### config.mk
export PLATFORM = sky130hd
export DESIGN_NAME = pli_ctrl
export DESIGN_NICKNAME = d
export VERILOG_FILES = /design/src/design/pli_pkg.sv /design/src/design/pli_ctrl.sv
export SDC_FILE = /design/constraint.sdc
export NUM_CORES = 1
export LEC_CHECK = 0
export ABC_CLOCK_PERIOD_IN_PS = 2100
export BUFFER_PORTS_ARGS = -buffer_cell sky130_fd_sc_hd__buf_2
export CORE_UTILIZATION = 50
export DETAILED_ROUTE_END_ITERATION = 8
export PLACE_DENSITY = 0.85
export SYNTH_ARGS = -nofsm -noshare
export SYNTH_HDL_FRONTEND = slang
export SYNTH_SLANG_ARGS = --single-unit
### constraint.sdc
create_clock -name clk -period 2.1 [get_ports clk]
set_clock_uncertainty 0.05 [all_clocks]
set_input_delay 0.105 -clock clk [delete_from_list [all_inputs] [get_ports clk]]
set_output_delay 0.105 -clock clk [all_outputs]
set_load 0.1 [all_outputs]
### src/design/pli_pkg.sv
// Shared types and constants of the piecewise linear interpolator.
package pli_pkg;

    localparam int MAX_POINTS = 64;
    localparam int IDX_W      = $clog2(MAX_POINTS);
    localparam int CNT_W      = $clog2(MAX_POINTS + 1);

    localparam int XW         = 32;
    localparam int FRAC_W     = 16;
    localparam int DIV_STEPS  = XW + FRAC_W;
    localparam int DIV_CNT_W  = $clog2(DIV_STEPS);
    localparam int MUL_A_W    = 18;
    localparam int LO_W       = MUL_A_W - 1;
    localparam int PROD_W     = MUL_A_W + XW;
    localparam int ACC_W      = 2 * XW + 2;

    localparam logic [XW-1:0] Q_MAX = {1'b0, {(XW-1){1'b1}}};
    localparam logic [XW-1:0] Q_MIN = {1'b1, {(XW-1){1'b0}}};

    typedef enum logic [1:0] {
        CMD_CLEAR = 2'd0,
        CMD_LOAD  = 2'd1,
        CMD_EVAL  = 2'd2
    } cmd_t;

    typedef enum logic [2:0] {
        ST_OK    = 3'd0,
        ST_FEW   = 3'd1,
        ST_FULL  = 3'd2,
        ST_ORDER = 3'd3,
        ST_SAT   = 3'd4
    } status_t;

    typedef enum logic [1:0] {
        ADDR_LAST,
        ADDR_MID,
        ADDR_SRCH
    } addr_sel_t;

    typedef enum logic [3:0] {
        S_IDLE,
        S_LD_READ,
        S_LD_CHECK,
        S_DIV,
        S_LD_WRITE,
        S_SRCH_START,
        S_SRCH,
        S_EV_DIFF,
        S_EV_MUL_LO,
        S_EV_MUL_HI,
        S_EV_ACC,
        S_EV_FIN,
        S_RESULT
    } state_t;

    typedef struct packed {
        logic      capture;
        logic      cnt_clear;
        logic      knot_wr;
        addr_sel_t addr_sel;
        logic      search_init;
        logic      search_step;
        logic      div_init;
        logic      div_step;
        logic      ev_diff;
        logic      ev_mul_lo;
        logic      ev_mul_hi;
        logic      ev_acc;
        logic      ev_fin;
        logic      res_load;
        logic      res_eval;
        status_t   res_status;
    } dp_cmd_t;

    typedef struct packed {
        logic count_zero;
        logic count_full;
        logic count_few;
        logic order_err;
        logic search_done;
        logic div_done;
        logic slope_sat;
        logic ev_sat;
    } dp_stat_t;

endpackage

### src/design/pli_ctrl.sv
// Controller: command sequencing state machine and output valid flag.
module pli_ctrl (
    input  logic              clk,
    input  logic              rst_n,
    input  logic              in_valid,
    input  logic [1:0]        in_cmd,
    output logic              in_ready,
    output logic              out_valid,
    input  logic              out_ready,
    output pli_pkg::dp_cmd_t  cmd,
    input  pli_pkg::dp_stat_t stat
);

    pli_pkg::state_t  state_reg, state_next;
    pli_pkg::status_t pend_status_reg, pend_status_next;
    logic             pend_eval_reg, pend_eval_next;
    logic             out_valid_reg;
    logic             out_free;
    pli_pkg::cmd_t    op;

    assign op       = pli_pkg::cmd_t'(in_cmd);
    assign out_free = !out_valid_reg || out_ready;

    always_comb
    begin
        state_next       = state_reg;
        pend_status_next = pend_status_reg;
        pend_eval_next   = pend_eval_reg;
        unique case (state_reg)
            pli_pkg::S_IDLE:
            begin
                if (in_valid)
                begin
                    pend_eval_next   = 1'b0;
                    pend_status_next = pli_pkg::ST_OK;
                    state_next       = pli_pkg::S_RESULT;
                    unique case (op)
                        pli_pkg::CMD_LOAD:
                        begin
                            if (stat.count_full)
                                pend_status_next = pli_pkg::ST_FULL;
                            else if (stat.count_zero)
                                state_next = pli_pkg::S_LD_WRITE;
                            else
                                state_next = pli_pkg::S_LD_READ;
                        end
                        pli_pkg::CMD_EVAL:
                        begin
                            if (stat.count_few)
                                pend_status_next = pli_pkg::ST_FEW;
                            else
                            begin
                                pend_eval_next = 1'b1;
                                state_next     = pli_pkg::S_SRCH_START;
                            end
                        end
                        default: state_next = pli_pkg::S_RESULT;
                    endcase
                end
            end
            pli_pkg::S_LD_READ:    state_next = pli_pkg::S_LD_CHECK;
            pli_pkg::S_LD_CHECK:
            begin
                if (stat.order_err)
                begin
                    pend_status_next = pli_pkg::ST_ORDER;
                    state_next       = pli_pkg::S_RESULT;
                end
                else
                    state_next = pli_pkg::S_DIV;
            end
            pli_pkg::S_DIV:
            begin
                if (stat.div_done)
                    state_next = pli_pkg::S_LD_WRITE;
            end
            pli_pkg::S_LD_WRITE:
            begin
                pend_status_next = (!stat.count_zero && stat.slope_sat) ?
                                   pli_pkg::ST_SAT : pli_pkg::ST_OK;
                state_next       = pli_pkg::S_RESULT;
            end
            pli_pkg::S_SRCH_START: state_next = pli_pkg::S_SRCH;
            pli_pkg::S_SRCH:
            begin
                if (stat.search_done)
                    state_next = pli_pkg::S_EV_DIFF;
            end
            pli_pkg::S_EV_DIFF:    state_next = pli_pkg::S_EV_MUL_LO;
            pli_pkg::S_EV_MUL_LO:  state_next = pli_pkg::S_EV_MUL_HI;
            pli_pkg::S_EV_MUL_HI:  state_next = pli_pkg::S_EV_ACC;
            pli_pkg::S_EV_ACC:     state_next = pli_pkg::S_EV_FIN;
            pli_pkg::S_EV_FIN:     state_next = pli_pkg::S_RESULT;
            pli_pkg::S_RESULT:
            begin
                if (out_free)
                    state_next = pli_pkg::S_IDLE;
            end
            default:               state_next = pli_pkg::S_IDLE;
        endcase
    end

    always_comb
    begin
        cmd          = '0;
        cmd.addr_sel = pli_pkg::ADDR_MID;
        cmd.res_status = pli_pkg::ST_OK;
        in_ready     = 1'b0;
        unique case (state_reg)
            pli_pkg::S_IDLE:
            begin
                in_ready    = 1'b1;
                cmd.capture = in_valid;
                cmd.cnt_clear   = in_valid && (op == pli_pkg::CMD_CLEAR);
                cmd.search_init = in_valid && (op == pli_pkg::CMD_EVAL);
            end
            pli_pkg::S_LD_READ:    cmd.addr_sel = pli_pkg::ADDR_LAST;
            pli_pkg::S_LD_CHECK:   cmd.div_init = 1'b1;
            pli_pkg::S_DIV:        cmd.div_step = 1'b1;
            pli_pkg::S_LD_WRITE:   cmd.knot_wr  = 1'b1;
            pli_pkg::S_SRCH_START: cmd.addr_sel = pli_pkg::ADDR_MID;
            pli_pkg::S_SRCH:
            begin
                cmd.addr_sel    = pli_pkg::ADDR_SRCH;
                cmd.search_step = 1'b1;
            end
            pli_pkg::S_EV_DIFF:    cmd.ev_diff   = 1'b1;
            pli_pkg::S_EV_MUL_LO:  cmd.ev_mul_lo = 1'b1;
            pli_pkg::S_EV_MUL_HI:  cmd.ev_mul_hi = 1'b1;
            pli_pkg::S_EV_ACC:     cmd.ev_acc    = 1'b1;
            pli_pkg::S_EV_FIN:     cmd.ev_fin    = 1'b1;
            pli_pkg::S_RESULT:
            begin
                cmd.res_load = out_free;
                cmd.res_eval = pend_eval_reg;
                if (pend_eval_reg)
                    cmd.res_status = stat.ev_sat ? pli_pkg::ST_SAT : pli_pkg::ST_OK;
                else
                    cmd.res_status = pend_status_reg;
            end
            default:               cmd.addr_sel = pli_pkg::ADDR_MID;
        endcase
    end

    always_ff @(posedge clk or negedge rst_n)
    begin
        if (!rst_n)
        begin
            state_reg       <= pli_pkg::S_IDLE;
            pend_status_reg <= pli_pkg::ST_OK;
            pend_eval_reg   <= 1'b0;
            out_valid_reg   <= 1'b0;
        end
        else
        begin
            state_reg       <= state_next;
            pend_status_reg <= pend_status_next;
            pend_eval_reg   <= pend_eval_next;
            if (cmd.res_load)
                out_valid_reg <= 1'b1;
            else if (out_ready)
                out_valid_reg <= 1'b0;
        end
    end

    assign out_valid = out_valid_reg;

endmodule

==> summary.md <==
| Metric | Value |
|---|---|
| Simple-gate share of the synthesized area | 0.340 |
| Async set or reset register ratio after synthesis | 1.00 |
| Detailed-route via count | ~940 |
| Standard cell core area | ~1600 um^2 |
| DRC errors left | 1 |
| Violations in the final reports | design-rule violations |
| Cell area after technology mapping | 873 um^2 |
| Worst setup slack before clock tree synthesis | 0.303 ns |
| Adder-Cell Fraction of Synth Area | 0.0573 |
| Beginning of the worst hold path | stat[7] |
| Status | complete, but fails checks |
| Cell type contributing the most total cell area after synthesis | sky130_fd_sc_hd__dfrtp_1 |
| Maximum number of pins on one net before global-route repair | 17 |
| Combined global-route utilization of all metal layers | 0.268 |
| Critical-path maximum fanout | 16 |
| Worst setup margin | between 0.05 and 0.06 ns |
| Overflow left after global routing | 0 |
| Critical path class | flip-flop to output port |
| Maximum achievable frequency | 0.490 GHz |
| Wire length of the first global-routing pass | 3740 um |
| Total number of H-tree levels | 1 |
| Combinational family with the most area after synthesis | simple AND/OR/NAND/NOR gates |
| Final ANT Viol Nets | 0 |
| Cell with the most instances after synthesis | sky130_fd_sc_hd__nor2_1 |
| Data arrival time of the critical path | around 1.9 ns |
| Synth Flop Type | sky130_fd_sc_hd__dfrtp_1 |
| Synthesized netlist cell count | around 110 |
| Net total in the final layout | 161 |
| Clk slew on worst S/H paths | roughly 0.060 ns |
| Max-slew headroom | 0.641 |
| Library cells used by synthesis | 38 |
| Chip width | approximately 44 um |
| Boundary Pins | 35 |
| Buffers from clock root to sink, at most | 2 |
| Share of synthesized area occupied by flip-flops and latches | 0.258 |
| Final Cell Area | 1210 um^2 |
| Top Metal Used | met4 |
| Via-to-Cell Ratio | a little under 6 |
| Post-synthesis mux area share | 0.0229 |
| Flip-flop count of the largest register after layout | 4 |
| Nature of the critical path startpoint | flip-flop |
| Destination of the worst hold path | pend_status_reg[2]$_DFFE_PN0P_ |
| Synth top cells by count | sky130_fd_sc_hd__nor2_1, sky130_fd_sc_hd__dfrtp_1, sky130_fd_sc_hd__inv_1 |
| Clk Latency, worst-skew pair | about 0.26 ns |
| Count of final hold-check violations | 0 |
| Final setup violation count | 0 |
| Hold depth | 2 |
| R2r setup slk | ~0.33 ns |
| Portion of the clock cycle consumed by the worst path in the final layout | 0.972 |
| Detail Route met2 WL | around 1300 um |
| Fraction of post-synthesis cell area in the top cell type by area | 0.258 |
| Diodes inserted | 0 |
| GP Congestion | slightly below 0.9 |
| Mean post-synth cell area | ~8.2 um^2 |
| Worst-margin pin slew | about 0.54 ns |
| Die area | between 1500 and 2000 um^2 |
| Clock buffers created by TritonCTS | 3 |
| HPWL after detailed placement | 1780 um |
| Vertical die dimension | around 44 um |
| Placement Rows | 14 |
| Total nets after synthesis | around 130 |
| Path category of the worst min-delay check | input port to flip-flop |
| Reg2reg end | state_reg[3]$_DFFE_PN0P_ |
| 1st-iter DRT viols | 36 |
| Share of post-route cells with drive strength above 1 | 0.437 |
| Total count of max-transition violations in the final report | 0 |
| Final hold slack | around 0.020 ns |
| Top post-synthesis cells by area | sky130_fd_sc_hd__dfrtp_1, sky130_fd_sc_hd__nor2_1, sky130_fd_sc_hd__ha_1, sky130_fd_sc_hd__buf_6, sky130_fd_sc_hd__nor3b_1 |
| Clock tree from TritonCTS | yes |
| Number of cells traversed by the worst register-to-register path | 4 |
| Layout overhead on the synthesized area | 39.0% |
| Count of port buffers added during placement | 34 |
| Placement-stage cell area | between 1000 and 1500 um^2 |
| Detailed-routed wire length on met3 | 152 um |
| Area fraction in compound gates after synthesis | 0.213 |
| Final critical delay including setup and external delays | about 2 ns |
| Unrepaired setup endpoints after global routing | false |
| Number of warning messages in the yosys log | 0 |
| Clock sinks | 9 |
| Xor and xnor fraction of the mapped netlist area | 0 |
| Effective utilization at floorplan | 0.554 |
| Antenna violations before repair | 0 |
| Drt total wl | 2400 um |
| Fill cell instance count of the final layout | 115 |
| Number of global-route vias before repair | between 800 and 900 |
| #FFs+latches synth | 9 |
| Routed WL per cell | around 15 um |
| M1 wire length | between 900 and 1000 um |
| Final core utilization | 0.770 |
| Origin of the critical flop-to-flop path | state_reg[2]$_DFFE_PN0P_ |
| Root Buffer Master | sky130_fd_sc_hd__clkbuf_4 |
| Number of flops mapped to enable cells by yosys | 0 |
| Max-cap violations | 0 |
| Crit end category | output port |
| Length of the first detailed-routing pass in iterations | 6 |
| Worst Path Required | 1.95 ns |
## metal layers
metal,vias up,track usage
li1,445,-
met1,428,0.311
met2,57,0.448
met3,6,0.0500
met4,0,0.175
met5,-,0
## critical path: stages, from the launching register on
cell                      delay, ns
sky130_fd_sc_hd__dfrtp_1       0.57
sky130_fd_sc_hd__nor4_4        0.43
sky130_fd_sc_hd__and3_1        0.20
sky130_fd_sc_hd__buf_2         0.42
## metrics by stage
step | instances | setup TNS (ns)
after global routing | 158 | 0
after global placement | 152 | 0
after CTS | 158 | 0
after floorplan | 107 | -2.44
final | 158 | 0
after detailed placement | 152 | 0
## cell usage in the layout (no fill, tap or decap), drive strengths merged, types with 3 or more instances in the layout
cell type  synthesis  final
a21oi              4      4
buf                7     35
clkbuf             0      5
dfrtp              9      9
ha                 4      4
inv                8      8
nand2              4      4
nand2b             6      6
nand3              3      3
nor2              15     15
nor2b              3      3
nor3               5      5
nor3b              6      6
o21ai              7      7
## kinds of logic (layout without fill, tap and decap cells)
| family | after synthesis | in the layout |
|---|---|---|
| muxes | 2 | 2 |
| DFF | 9 | 9 |
| AOI/OAI and AO/OA | 26 | 26 |
| buffers and inverters | 15 | 50 |
| adders and majority gates | 4 | 4 |
| and+or+nand+nor | 51 | 51 |
## how the worst max path moves through the flow
| stage | from | endpoint | slack [ns] | cells after the start |
|---|---|---|---|---|
| finish | state_reg[2]$_DFFE_PN0P_ | cmd[13] | 0.06 | 3 |
| floorplan | state_reg[3]$_DFFE_PN0P_ | cmd[13] | -0.66 | 3 |
| global placement | state_reg[0]$_DFFE_PN0P_ | cmd[3] | 0.38 | 4 |
| CTS | state_reg[3]$_DFFE_PN0P_ | cmd[17] | 0.03 | 3 |
| global route | state_reg[2]$_DFFE_PN0P_ | cmd[13] | 0.003 | 3 |
| detailed placement | state_reg[0]$_DFFE_PN0P_ | cmd[3] | 0.30 | 4 |
## repair_timing
| action | CTS | global route |
|---|---|---|
| setup endpoints to repair | 2 | 4 |
| buffers inserted | 0 | 0 |
| resized for setup | 2 | 3 |
| hold buffers | 2 | 0 |
| hold endpoints to repair | 10 | 0 |
## cell type report
cell class,count,area [um^2],share of cell area
multi-input combinational,83,609,0.502
timing repair buffer,38,300,0.247
sequential,9,228,0.188
inverter,8,30.0,0.0247
clock buffer,4,26.3,0.0216
tap,16,20.0,0.0165
Power is left out: the tool's default activity adds up to more than one toggle a clock period on the data nets, which glitch-free logic cannot reach.
